==> config.mk <==
export PLATFORM = sky130hd
export DESIGN_NAME = sorted_id_acceptance_filter
export DESIGN_NICKNAME = d
export VERILOG_FILES = /design/src/rtl/sidaf_pkg.sv /design/src/rtl/sidaf_ram.sv /design/src/rtl/sidaf_ctrl.sv /design/src/rtl/sidaf_dpath.sv /design/src/rtl/sorted_id_acceptance_filter.sv
export SDC_FILE = /design/constraint.sdc
export NUM_CORES = 2
export LEC_CHECK = 0
export ABC_AREA = 1
export BUFFER_PORTS_ARGS = -buffer_cell sky130_fd_sc_hd__buf_4
export CORE_MARGIN = 2
export CORE_UTILIZATION = 28
export DETAILED_ROUTE_END_ITERATION = 8
export PLACE_DENSITY = 0.39
export REMOVE_ABC_BUFFERS = 1
export SYNTH_ARGS = -nofsm -noshare
export SYNTH_HDL_FRONTEND = slang
export SYNTH_SLANG_ARGS = --single-unit
export TNS_END_PERCENT = 30
==> constraint.sdc <==
create_clock -name aclk -period 5.7 [get_ports aclk]
set_input_delay 0.855 -clock aclk [delete_from_list [all_inputs] [get_ports aclk]]
set_output_delay 0.855 -clock aclk [all_outputs]
set_load 0.005 [all_outputs]
==> src/rtl/sidaf_pkg.sv <==
// Shared types and constants for the sorted ID acceptance filter.
`default_nettype none
package sidaf_pkg;

    localparam int TABLE_DEPTH_DEF = 64;
    localparam int PGN_W           = 24;
    localparam int ADDR_W          = 8;
    localparam int ENTRY_W         = PGN_W + ADDR_W;
    localparam int S_TDATA_W       = 32;
    localparam int M_TDATA_W       = 8;

    localparam logic [PGN_W-1:0]  PGN_LIMIT_RST = 24'h03FFFF;
    localparam logic [ADDR_W-1:0] ADDR_WILDCARD = 8'h00;

    localparam logic OP_ADD    = 1'b0;
    localparam logic OP_FILTER = 1'b1;

    // controller -> datapath
    typedef struct packed {
        logic capture;    // latch incoming transaction
        logic add_init;   // idx <= count - 1
        logic idx_dec;    // idx <= idx - 1
        logic flt_init;   // lo <= 0, hi_x <= count
        logic lo_up;      // lo <= mid + 1
        logic hi_down;    // hi_x <= mid
        logic count_inc;
        logic wr_en;
        logic wr_zero;    // write at 0 instead of idx + 1
        logic wr_new;     // write the new entry instead of the read entry
        logic rd_prev;    // read idx - 1
        logic rd_mid;     // read mid
        logic res_set;
        logic res_one;
        logic res_match;  // result comes from the address compare
        logic load_out;
    } sidaf_cmd_t;

    // datapath -> controller
    typedef struct packed {
        logic op_filter;
        logic add_ok;
        logic count_zero;
        logic full;
        logic idx_zero;
        logic rd_gt;      // stored group number above the item's
        logic rd_lt;      // stored group number below the item's
        logic search_empty;
        logic out_free;
    } sidaf_sts_t;

endpackage
`default_nettype wire

==> src/rtl/sidaf_ram.sv <==
// Generic simple dual-port RAM, one write and one registered read port.
`default_nettype none
module sidaf_ram #(
    parameter int WIDTH = 32,
    parameter int DEPTH = 64
) (
    input  wire logic                     aclk,
    input  wire logic                     we,
    input  wire logic [$clog2(DEPTH)-1:0] waddr,
    input  wire logic [WIDTH-1:0]         wdata,
    input  wire logic [$clog2(DEPTH)-1:0] raddr,
    output logic      [WIDTH-1:0]         rdata
);

    logic [WIDTH-1:0] mem [DEPTH];

    always_ff @(posedge aclk) begin
        if (we) begin
            mem[waddr] <= wdata;
        end
        rdata <= mem[raddr];
    end

endmodule
`default_nettype wire

==> src/rtl/sidaf_ctrl.sv <==
// Controller state machine: sequences add (insert/shift) and filter (binary search).
`default_nettype none
module sidaf_ctrl (
    input  wire logic                 aclk,
    input  wire logic                 aresetn,
    input  wire logic                 s_tvalid,
    output logic                      s_tready,
    input  wire sidaf_pkg::sidaf_sts_t sts,
    output sidaf_pkg::sidaf_cmd_t     cmd
);

    typedef enum logic [6:0] {
        ST_IDLE    = 7'b0000001,
        ST_SETUP   = 7'b0000010,
        ST_ADD_RD  = 7'b0000100,
        ST_ADD_CMP = 7'b0001000,
        ST_ADD_PUT = 7'b0010000,
        ST_FLT_RD  = 7'b0100000,
        ST_DONE    = 7'b1000000
    } state_t;

    // FLT_CMP has no code in state_t: it is a sub-state of ST_FLT_RD, kept below
    typedef enum logic [1:0] {
        SUB_NONE = 2'b01,
        SUB_CMP  = 2'b10
    } sub_t;

    state_t state_reg, state_next;
    sub_t   flt_reg, flt_next;

    always_ff @(posedge aclk) begin
        if (!aresetn) begin
            state_reg <= ST_IDLE;
            flt_reg   <= SUB_NONE;
        end else begin
            state_reg <= state_next;
            flt_reg   <= flt_next;
        end
    end

    always_comb begin
        state_next = state_reg;
        flt_next   = flt_reg;
        cmd        = '0;
        s_tready   = 1'b0;
        case (state_reg)
            ST_IDLE: begin
                s_tready = 1'b1;
                if (s_tvalid) begin
                    cmd.capture = 1'b1;
                    state_next  = ST_SETUP;
                end
            end
            ST_SETUP: begin
                if (sts.op_filter) begin
                    cmd.flt_init = 1'b1;
                    flt_next     = SUB_NONE;
                    state_next   = ST_FLT_RD;
                end else if (!sts.add_ok) begin
                    cmd.res_set = 1'b1;
                    state_next  = ST_DONE;
                end else if (sts.count_zero) begin
                    state_next = ST_ADD_PUT;
                end else begin
                    cmd.add_init = 1'b1;
                    state_next   = ST_ADD_RD;
                end
            end
            ST_ADD_RD: begin
                state_next = ST_ADD_CMP;
            end
            ST_ADD_CMP: begin
                cmd.wr_en = 1'b1;
                if (sts.rd_gt) begin
                    // move entry up one slot
                    if (sts.idx_zero) begin
                        state_next = ST_ADD_PUT;
                    end else begin
                        cmd.idx_dec = 1'b1;
                        cmd.rd_prev = 1'b1;
                    end
                end else begin
                    cmd.wr_new    = 1'b1;
                    cmd.count_inc = 1'b1;
                    cmd.res_set   = 1'b1;
                    cmd.res_one   = 1'b1;
                    state_next    = ST_DONE;
                end
            end
            ST_ADD_PUT: begin
                cmd.wr_en     = 1'b1;
                cmd.wr_zero   = 1'b1;
                cmd.wr_new    = 1'b1;
                cmd.count_inc = 1'b1;
                cmd.res_set   = 1'b1;
                cmd.res_one   = 1'b1;
                state_next    = ST_DONE;
            end
            ST_FLT_RD: begin
                case (flt_reg)
                    SUB_NONE: begin
                        if (sts.search_empty) begin
                            cmd.res_set = 1'b1;
                            state_next  = ST_DONE;
                        end else begin
                            cmd.rd_mid = 1'b1;
                            flt_next   = SUB_CMP;
                        end
                    end
                    SUB_CMP: begin
                        flt_next = SUB_NONE;
                        if (sts.rd_gt) begin
                            cmd.hi_down = 1'b1;
                        end else if (sts.rd_lt) begin
                            cmd.lo_up = 1'b1;
                        end else begin
                            cmd.res_set   = 1'b1;
                            cmd.res_match = 1'b1;
                            state_next    = ST_DONE;
                        end
                    end
                    default: begin
                        flt_next = SUB_NONE;
                    end
                endcase
            end
            ST_DONE: begin
                if (sts.out_free) begin
                    cmd.load_out = 1'b1;
                    state_next   = ST_IDLE;
                end
            end
            default: begin
                state_next = ST_IDLE;
            end
        endcase
    end

endmodule
`default_nettype wire

==> src/rtl/sidaf_dpath.sv <==
// Datapath: item and search registers, entry count, limit register, table RAM, result register.
`default_nettype none
module sidaf_dpath #(
    parameter int TABLE_DEPTH = sidaf_pkg::TABLE_DEPTH_DEF
) (
    input  wire logic                               aclk,
    input  wire logic                               aresetn,
    input  wire logic [sidaf_pkg::S_TDATA_W-1:0]    s_tdata,
    input  wire logic                               s_tuser,
    input  wire logic                               cfg_wr_en,
    input  wire logic [sidaf_pkg::PGN_W-1:0]        cfg_wr_data,
    input  wire logic                               m_tready,
    output logic                                    m_tvalid,
    output logic      [sidaf_pkg::M_TDATA_W-1:0]    m_tdata,
    input  wire sidaf_pkg::sidaf_cmd_t              cmd,
    output sidaf_pkg::sidaf_sts_t                   sts
);

    localparam int AW = $clog2(TABLE_DEPTH);
    localparam int CW = $clog2(TABLE_DEPTH + 1);
    localparam int PW = sidaf_pkg::PGN_W;
    localparam int DW = sidaf_pkg::ADDR_W;
    localparam int EW = sidaf_pkg::ENTRY_W;

    logic          item_op_reg;
    logic [DW-1:0] item_addr_reg;
    logic [PW-1:0] item_pgn_reg;
    logic [PW-1:0] limit_reg;
    logic [CW-1:0] count_reg;
    logic [AW-1:0] idx_reg;
    logic [CW-1:0] lo_reg;
    logic [CW-1:0] hix_reg;   // exclusive upper bound
    logic          res_reg;
    logic          m_valid_reg;
    logic          m_acc_reg;

    logic [CW:0]   mid_sum;
    logic [AW-1:0] mid;
    logic [AW-1:0] raddr;
    logic [AW-1:0] waddr;
    logic [EW-1:0] wdata;
    logic [EW-1:0] rdata;
    logic [PW-1:0] rd_pgn;
    logic [DW-1:0] rd_addr;
    logic          addr_match;

    // (lo + hi) >> 1 with hi = hi_x - 1
    assign mid_sum = {1'b0, lo_reg} + {1'b0, hix_reg} - (CW+1)'(1);
    assign mid     = mid_sum[AW:1];

    assign rd_pgn     = rdata[EW-1:DW];
    assign rd_addr    = rdata[DW-1:0];
    assign addr_match = (rd_addr == sidaf_pkg::ADDR_WILDCARD) || (rd_addr == item_addr_reg);

    always_comb begin
        if (cmd.rd_mid) begin
            raddr = mid;
        end else if (cmd.rd_prev) begin
            raddr = idx_reg - AW'(1);
        end else begin
            raddr = idx_reg;
        end
    end

    assign waddr = cmd.wr_zero ? '0 : idx_reg + AW'(1);
    assign wdata = cmd.wr_new ? {item_pgn_reg, item_addr_reg} : rdata;

    sidaf_ram #(
        .WIDTH (EW),
        .DEPTH (TABLE_DEPTH)
    ) u_table (
        .aclk  (aclk),
        .we    (cmd.wr_en),
        .waddr (waddr),
        .wdata (wdata),
        .raddr (raddr),
        .rdata (rdata)
    );

    always_ff @(posedge aclk) begin
        if (cmd.capture) begin
            item_op_reg   <= s_tuser;
            item_addr_reg <= s_tdata[DW-1:0];
            item_pgn_reg  <= s_tdata[DW+PW-1:DW];
        end
        if (cmd.add_init) begin
            idx_reg <= AW'(count_reg - CW'(1));
        end else if (cmd.idx_dec) begin
            idx_reg <= idx_reg - AW'(1);
        end
        if (cmd.flt_init) begin
            lo_reg  <= '0;
            hix_reg <= count_reg;
        end else begin
            if (cmd.lo_up) begin
                lo_reg <= CW'(mid) + CW'(1);
            end
            if (cmd.hi_down) begin
                hix_reg <= CW'(mid);
            end
        end
        if (cmd.res_set) begin
            res_reg <= cmd.res_match ? addr_match : cmd.res_one;
        end
        if (cmd.load_out) begin
            m_acc_reg <= res_reg;
        end
    end

    always_ff @(posedge aclk) begin
        if (!aresetn) begin
            limit_reg   <= sidaf_pkg::PGN_LIMIT_RST;
            count_reg   <= '0;
            m_valid_reg <= 1'b0;
        end else begin
            if (cfg_wr_en) begin
                limit_reg <= cfg_wr_data;
            end
            if (cmd.count_inc) begin
                count_reg <= count_reg + CW'(1);
            end
            if (cmd.load_out) begin
                m_valid_reg <= 1'b1;
            end else if (m_tready) begin
                m_valid_reg <= 1'b0;
            end
        end
    end

    always_comb begin
        sts              = '0;
        sts.op_filter    = (item_op_reg == sidaf_pkg::OP_FILTER);
        sts.full         = (count_reg == CW'(TABLE_DEPTH));
        sts.count_zero   = (count_reg == '0);
        sts.add_ok       = (item_pgn_reg <= limit_reg) && !sts.full;
        sts.idx_zero     = (idx_reg == '0);
        sts.rd_gt        = (rd_pgn > item_pgn_reg);
        sts.rd_lt        = (rd_pgn < item_pgn_reg);
        sts.search_empty = (lo_reg >= hix_reg);
        sts.out_free     = !m_valid_reg || m_tready;
    end

    assign m_tvalid = m_valid_reg;
    assign m_tdata  = {{(sidaf_pkg::M_TDATA_W-1){1'b0}}, m_acc_reg};

endmodule
`default_nettype wire

==> src/rtl/sorted_id_acceptance_filter.sv <==
// Top level of the sorted ID acceptance filter: controller, datapath and checks.
//
//  channel  | dir | handshake          | payload
//  ---------+-----+--------------------+--------------------------------------------
//  s_       | in  | s_tvalid/s_tready  | tdata {pgn[23:0], src_addr[7:0]}, tuser op
//  m_       | out | m_tvalid/m_tready  | tdata {7'b0, accepted}
//  cfg_     | in  | cfg_wr_en          | cfg_wr_data = pgn_limit[23:0]
//
// One transaction is worked on at a time. A filter lookup is a binary search of at
// most seven probes with 64 entries; each probe is a read of the table RAM and a
// compare. An add reads down from the last entry and moves each larger entry up
// one slot to open the slot for the new one (an empty table is written at slot 0);
// a rejected add goes straight to the result.
// aresetn (synchronous) empties the table and sets pgn_limit to 0x3FFFF.
// The result register lets the next transaction be accepted while the previous
// result waits on m_tready; a busy result register stalls only the final load.
`default_nettype none
module sorted_id_acceptance_filter #(
    parameter int TABLE_DEPTH = sidaf_pkg::TABLE_DEPTH_DEF
) (
    input  wire logic                            aclk,
    input  wire logic                            aresetn,
    // request transaction
    input  wire logic                            s_tvalid,
    output logic                                 s_tready,
    input  wire logic [sidaf_pkg::S_TDATA_W-1:0] s_tdata,   // [7:0] src_addr, [31:8] pgn
    input  wire logic                            s_tuser,   // [0] op: 0 add, 1 filter
    // result transaction
    output logic                                 m_tvalid,
    input  wire logic                            m_tready,
    output logic      [sidaf_pkg::M_TDATA_W-1:0] m_tdata,   // [0] accepted, [7:1] zero
    // limit register write
    input  wire logic                            cfg_wr_en,
    input  wire logic [sidaf_pkg::PGN_W-1:0]     cfg_wr_data
);

    sidaf_pkg::sidaf_cmd_t cmd;
    sidaf_pkg::sidaf_sts_t sts;

    // sequencing: add scan/shift and binary search steps
    sidaf_ctrl u_ctrl (
        .aclk     (aclk),
        .aresetn  (aresetn),
        .s_tvalid (s_tvalid),
        .s_tready (s_tready),
        .sts      (sts),
        .cmd      (cmd)
    );

    // table RAM, count, search bounds, result register
    sidaf_dpath #(
        .TABLE_DEPTH (TABLE_DEPTH)
    ) u_dpath (
        .aclk        (aclk),
        .aresetn     (aresetn),
        .s_tdata     (s_tdata),
        .s_tuser     (s_tuser),
        .cfg_wr_en   (cfg_wr_en),
        .cfg_wr_data (cfg_wr_data),
        .m_tready    (m_tready),
        .m_tvalid    (m_tvalid),
        .m_tdata     (m_tdata),
        .cmd         (cmd),
        .sts         (sts)
    );

    // only one transaction in flight
    a_one_in_flight: assert property (@(posedge aclk) disable iff (!aresetn)
        (s_tvalid && s_tready) |=> !s_tready)
        else $error("request accepted while another is in progress");

    // a full table never grows
    a_no_overflow: assert property (@(posedge aclk) disable iff (!aresetn)
        cmd.count_inc |-> !sts.full)
        else $error("entry count incremented on a full table");

    // a pending result is never overwritten
    a_no_result_loss: assert property (@(posedge aclk) disable iff (!aresetn)
        cmd.load_out |-> (!m_tvalid || m_tready))
        else $error("result register loaded while still holding a result");

    // a probe is read only inside a non-empty search range
    a_probe_in_range: assert property (@(posedge aclk) disable iff (!aresetn)
        cmd.rd_mid |-> !sts.search_empty)
        else $error("search probe issued on an empty range");

endmodule
`default_nettype wire

# After elaboration in Yosys (flattened, before gate mapping)
# Memory sizes are Yosys's and may differ from the RTL's. A register that Yosys moved wholly into a read port is not among the register bits.
# Cells that the tools add are included.
dict set report totals {
  reg_bits 96
  latch_bits 0
  ramBits 2048
  mem_bits_ro 0
  inputBits 62
  output_inout_bits 10
  elab_cells 123
  n_memories 1
}
dict set report op_classes {
  add_sub_neg 7
  mul 0
  div 0
  order_cmp 4
  n_eq_ne 20
  n_shift 0
  mux 65
  n_bitwise 0
  n_reduce_logical 13
}
# name words word_bits rd rd_clocked_by_memory_dff wr line
set mem_list {}
lappend mem_list {u_dpath.u_table.mem 64 32 1 1 1 sidaf_ram.sv:15} ;# logic [WIDTH-1:0] mem [DEPTH];
# op n
set ops {}
lappend ops {{7-bit two-way mux} 11}
lappend ops {{7-bit case mux with 7 select lines} 1}
lappend ops {{1-bit two-way mux} 34}
lappend ops {{32-bit two-way mux} 1}
lappend ops {{24-bit > comparator} 1}
lappend ops {{24-bit less-or-equal comparator} 1}
lappend ops {{24-bit less-than comparator} 1}
lappend ops {{6-bit two-way mux} 4}
lappend ops {{3-bit != test (second input constant)} 6}
lappend ops {{7-bit == test (second input constant)} 2}
lappend ops {{7-bit case mux with 2 select lines} 1}
lappend ops {{2-bit two-way mux} 6}
lappend ops {{6-bit by 1-bit subtractor with 6-bit output (second input constant)} 2}
lappend ops {{8-bit == test} 1}
lappend ops {{8-bit zero test} 1}
lappend ops {{2-bit case mux with 2 select lines} 2}
lappend ops {{6-bit by 1-bit adder with 7-bit output (second input constant)} 1}
lappend ops {{7-bit by 1-bit adder with 7-bit output (second input constant)} 1}
lappend ops {{7-bit adder} 1}
lappend ops {{7-bit by 1-bit == test with 1-bit output (second input constant)} 1}
lappend ops {{7-bit by 2-bit == test with 1-bit output (second input constant)} 1}
lappend ops {{7-bit by 3-bit == test with 1-bit output (second input constant)} 1}
lappend ops {{7-bit by 4-bit == test with 1-bit output (second input constant)} 1}
lappend ops {{7-bit by 5-bit == test with 1-bit output (second input constant)} 1}
lappend ops {{other kinds (19)} 26}

# Longest topological paths before layout
dict set report depth {
  depth_word 7
  mapped_depth 26
}

# Hierarchy
# A second synthesis with hierarchy kept.
dict set report unflattened {
  hier_cells 7636
  hier_area_um2 89318.2
}
# module instances cells_per_inst area_each_um2
set by_module_without_submodules {}
lappend by_module_without_submodules {sidaf_ram 1 6769 82738.1}
lappend by_module_without_submodules {sidaf_dpath 1 742 5828.1}
lappend by_module_without_submodules {sidaf_ctrl 1 125 752.0}

# Worst setup path before layout
# No wires, ideal clock.
dict set report synth_timing {
  path_kind {reg-to-reg}
  from {register u_dpath.item_pgn_reg[19]}
  to {memory u_dpath.u_table.mem[0][25], data pin}
  arrival_ps 4496
  path_slack_ps 502
  stages_incl_launch_ff 13
  path_buffers 1
  synth_period_minus_slack_ps 5198
  cell_sequence {edfxtp_1 -> inv_1 -> ha_1 -> a21oi_1 -> nand2_1 -> a21oi_1 -> nand3_4 -> nand2_1 -> inv_1 -> o21ai_1 -> clkinv_1 -> clkbuf_1 -> o21ai_0}
}
dict set report synth_via {
  elab_chain_len 4
}
# item line
set synth_lines {}
lappend synth_lines {{start, declared} sidaf_dpath.sv:27} ;# logic [PW-1:0] item_pgn_reg;
lappend synth_lines {{start signal, assigned} sidaf_dpath.sv:84} ;# item_pgn_reg <= s_tdata[DW+PW-1:DW];
lappend synth_lines {{24-bit > comparator} sidaf_dpath.sv:137} ;# sts.rd_gt = (rd_pgn > item_pgn_reg);
lappend synth_lines {{1-bit two-way mux} sidaf_ctrl.sv:74} ;# if (sts.rd_gt) begin
lappend synth_lines {{1-bit case mux with 2 select lines} sidaf_ctrl.sv:46} ;# case (state_reg)
lappend synth_lines {{32-bit two-way mux} sidaf_dpath.sv:66} ;# assign wdata = cmd.wr_new ? {item_pgn_reg, item_addr_reg} : rdata;
lappend synth_lines {{net u_dpath.u_table.wdata[25]} sidaf_ram.sv:10} ;# input wire logic [WIDTH-1:0] wdata,
lappend synth_lines {{end, declared} sidaf_ram.sv:15}
# The timed path passes the listed nets, and every way through them passes these cells.

# Final worst setup path
dict set report layout_timing {
  from {register u_dpath.hix_reg[2]}
  to {register u_dpath.u_table.rdata[29] (read register of u_dpath.u_table.mem)}
}
dict set report layout_via {
  elab_chain_len 5
  word_cells_on_any_way 7
  classes_between {2 x add/sub; 1 x order compare; 4 x mux}
}
# item line
set layout_lines {}
lappend layout_lines {{start, declared} sidaf_dpath.sv:32} ;# logic [CW-1:0] hix_reg;
lappend layout_lines {{start signal, assigned} sidaf_dpath.sv:93} ;# hix_reg <= count_reg;
lappend layout_lines {{start signal, assigned} sidaf_dpath.sv:99} ;# hix_reg <= CW'(mid);
lappend layout_lines {{parallel branches: the longest is 4 deep, another holds 7-bit adder} n/a}
lappend layout_lines {{6-bit two-way mux (*)} sidaf_dpath.sv:56} ;# if (cmd.rd_mid) begin
lappend layout_lines {{end, declared} sidaf_ram.sv:12} ;# output logic [WIDTH-1:0] rdata
# Mark *: on every way between the ends.
# A chain may end at the register's enable or synchronous reset.

==> results.txt <==
----------------------------------------------------
[Status]
  Status ... complete, no violations

[Worst setup path]
  Data arrival, critical path ... between 5 and 6 ns
  Type of origin of the critical path ... flop
  Crit path max fanout ... 53
  Depth of the most critical reg-to-reg path ... 19
  Critical Path Sink Type ... flop
  Data required time of the worst path ... ~6.5 ns
  Kind of critical path ... reg2reg
  R2r setup slk ... between 0.8 and 0.9 ns

[Clock network]
  CTS Root Cell ... clkbuf_16
  Number of instances resized during post-cts repair ... 0
  Hold-fix buffers at CTS ... 0
  Post-CTS Repair Setup Buffers ... 0
  Latest clock arrival within the worst-skew pair ... approximately 0.9 ns
  CTS buffer count ... between 200 and 300
  TritonCTS clock tree ... built
  Clock input transition at the sequential cells of the worst setup and hold paths ... around 0.05 ns
  H-tree level count ... 5
  Clock sink count ... approximately 2200
  Buffer depth of the longest clock path ... 4

[Die]
  Number of top-level pins ... 72
  Starting density of the core ... between 20% and 30%
  Die Width ... 591.3 um
  Overall die height ... roughly 590 um
  Count of standard-cell rows ... about 220
  Area of the die ... between 300000 and 400000 um^2
  Area of the core ... 343300 um^2

[Routing]
  Via count ... between 60000 and 70000
  Pre-antenna DRT Iters ... 5
  Violation count after the first detailed-route iteration ... about 5700
  Detailed-route wire length ... approximately 350000 um
  DRC violation count after routing ... 0
  Vias per cell ... ~4.6
  Remaining antenna violation count ... 0
  Wire length per cell after detailed routing ... 24.09 um

[Place]
  Count of buffers inserted at the top-level ports ... 64
  Hpwl dp ... about 210000 um
  Final GP Congestion ... between 0.8 and 0.9

[Timing]
  Final Max Slew Viols ... 0
  Unrepaired setup endpoints after global routing ... no
  Slew margin rel. ... roughly 4.7%
  Final Cycle Share ... a little over four fifths
  Final total negative setup slack ... 0 ns
  Slew at the pin closest to its max-slew limit ... 1.430 ns
  Worst clock skew ... 0.03559 ns
  Final Setup Violations ... 0
  Final Hold Vio Count ... 0
  Top achievable clock speed ... between 200 and 250 MHz
  Crit path time final ... 4.801 ns

[Logic synthesis]
  Top post-synthesis cells by count ... nand3_1, nand2_1, edfxtp_1
  Biggest area consumer among synthesized cells ... edfxtp_1
  Share of the synthesized area in the top cell type ... between 60% and 70%
  Proportion of synthesized chip area in sequential cells ... around 67%
  Top cells by area, synth ... edfxtp_1, nand3_1, nand2_1
  Yosys warnings ... 0
  Most instantiated library cell after synthesis ... nand3_1
  Post-synthesis area per instance ... a little over 10 um^2
  Cell area after synthesis ... around 97000 um^2
  Register bit total from synthesis ... 2176
  Cell count after synthesis ... between 9000 and 10000
  Number of enable flip-flop cells after synthesis ... about 2100
  Number of distinct library cell variants in the gate-level netlist after synthesis ... 50
  Proportion of synthesized flip-flops having asynchronous set or reset ... 0%
  Most instantiated flip-flop cell in the synthesis netlist ... edfxtp_1

[GRT]
  Wire length of the first global-routing pass ... roughly 500000 um
  Number of global-route vias before repair ... between 60000 and 70000
  Largest net degree at the start of global routing ... approximately 80
  Antenna violations before repair ... 14
  Grt total ovfl ... 0
  Global routing usage summed across all routing layers ... about a fifth

[Pwr]
  Relative contribution of combinational cells to total power ... 2.7%
  PwrDens ... 306.2 nW/um^2
  VDD IR-drop max ... between 0.15 and 0.2 mV
  Share of total power in sequential cells ... roughly half
  Net switching power figure ... between 0.007 and 0.008 W
  Sw frac ... about 22%
  Overall Power ... 0.03509 W
  LEAKAGE ... 47.80 nW
  Clk network pwr share ... between 40 and 50%
  Internal ... around 0.027 W

[Worst hold path]
  Hold Crit Depth ... 1
  Hold Crit Class ... in2reg

[Layout]
  Final net count ... a little under 10000
  Flip-flop count of the largest register after layout ... just over 2000
  Register bank with the most flops ... u_dpath.u_table.mem
  Syn-to-layout area delta ... 18.64%
  Largest registers ... u_dpath.u_table.mem (2048), u_dpath.u_table.rdata (32)
  Share of cells above drive strength 1 ... 9.667%

[Flow run]
  Max cap viols ... 0

----------------------------------------------------
## worst max-delay path, cell delays in order (launching register included)
cell      delay, ns
edfxtp_1       0.37
inv_1          0.11
ha_1           0.27
inv_2          0.10
nand2_1        0.06
nor4_1         0.72
nor2_2         0.14
nand3_4        0.24
inv_4          0.14
nand2_4        0.49
nand2_8        0.24
buf_12         0.25
buf_12         0.22
nand2_1        0.11
nand3_1        0.08
nand3_1        0.10
nand3_1        0.10
nand3_1        0.19
nand3_1        0.43
nand2_1        0.20
## layer usage
layer	vias up	GRT usage (%)	routed length, um
met1	33631	27.98	163400
met5	-	0	0
met2	1702	32.35	163500
met4	0	3.661	6169
li1	31402	-	-
met3	362	2.414	16520
## worst paths after layout
kind | endpoint | start
worst max-delay path | u_dpath.u_table.rdata[29]$_DFF_P_ | u_dpath.hix_reg[2]$_DFFE_PP_
worst min-delay path | u_dpath.item_addr_reg[0]$_DFFE_PP_ | s_tdata[0]
worst max register to register | u_dpath.u_table.rdata[29]$_DFF_P_ | u_dpath.hix_reg[2]$_DFFE_PP_
worst min register to register | u_dpath.limit_reg[4]$_SDFFE_PN1P_ | u_dpath.limit_reg[4]$_SDFFE_PN1P_
## layout by cell type, fill, tap and decap left out, types with 3 or more instances in the layout
| cell | instances |
|---|---|
| a21oi_1 | 67 |
| buf_12 | 151 |
| buf_4 | 323 |
| bufinv_16 | 15 |
| clkbuf_1 | 72 |
| clkbuf_16 | 276 |
| clkbuf_8 | 12 |
| clkinv_1 | 50 |
| clkinv_2 | 31 |
| clkinv_8 | 7 |
| conb_1 | 7 |
| dfxtp_1 | 86 |
| diode_2 | 6 |
| edfxtp_1 | 2090 |
| ha_1 | 75 |
| inv_1 | 2065 |
| inv_2 | 4 |
| inv_6 | 13 |
| nand2_1 | 2137 |
| nand2_4 | 3 |
| nand3_1 | 2168 |
| nand3_4 | 4 |
| nand4_1 | 9 |
| nor2_1 | 45 |
| nor2_2 | 5 |
| nor2_4 | 66 |
| nor3_1 | 9 |
| nor4_1 | 8 |
| o211ai_1 | 3 |
| o21ai_0 | 58 |
| o21ai_4 | 35 |
| xnor2_1 | 4 |
| xor2_1 | 18 |
## cells by family (layout without fill, tap and decap cells)
family / after synthesis / in the layout / share of synthesized area (%)
other: 1 / 13 / 0.003883
buffers and inverters: 2564 / 3023 / 10.68
AND/OR/NAND/NOR: 4469 / 4469 / 20.37
AO/OA/AOI/OAI: 178 / 178 / 0.9795
flip-flops: 2176 / 2176 / 66.77
adder cells (fa/ha/maj): 76 / 76 / 0.9924
XOR/XNOR: 22 / 22 / 0.1995
## per-stage QoR
stage          hold slack, ns  worst slack [ns]  instances  cell area, um^2  util, %
2_1_floorplan          0.4003            -9.498       9002            94070        -
3_3_place_gp           0.4576            0.9792      14033           106200    30.94
3_5_place_dp           0.4672            0.9403      14033           106200    30.94
4_1_cts               0.06485            0.9387      14508           114600    33.37
5_1_grt               0.09719            0.7398      14510           114600    33.37
6_report               0.1460            0.8985      14514           114600    33.38
## layout make-up
type                       instances  area [um^2]
antenna                            6        15.01
sequential                      2176        64480
fill                           34713       228700
clock buffer                     360         7342
multi-input combinational       4752        22760
clock inverter                   115         1020
inverter                        2074         7796
tap                             4557         5702
timing repair buffer             474         5448
## power groups by stage
| stage | sequential (W) | clock [W] | combinational (W) |
|---|---|---|---|
| after floorplan | 0.0178 | 0 | 0.000515 |
| after global placement | 0.0178 | 0 | 0.000959 |
| after detailed placement | 0.0178 | 0 | 0.000964 |
| after CTS | 0.0175 | 0.0171 | 0.000969 |
| after global routing | 0.0175 | 0.0176 | 0.00105 |
| final | 0.0175 | 0.0166 | 0.000951 |
Note: power is estimated with default switching activity, not from simulation.
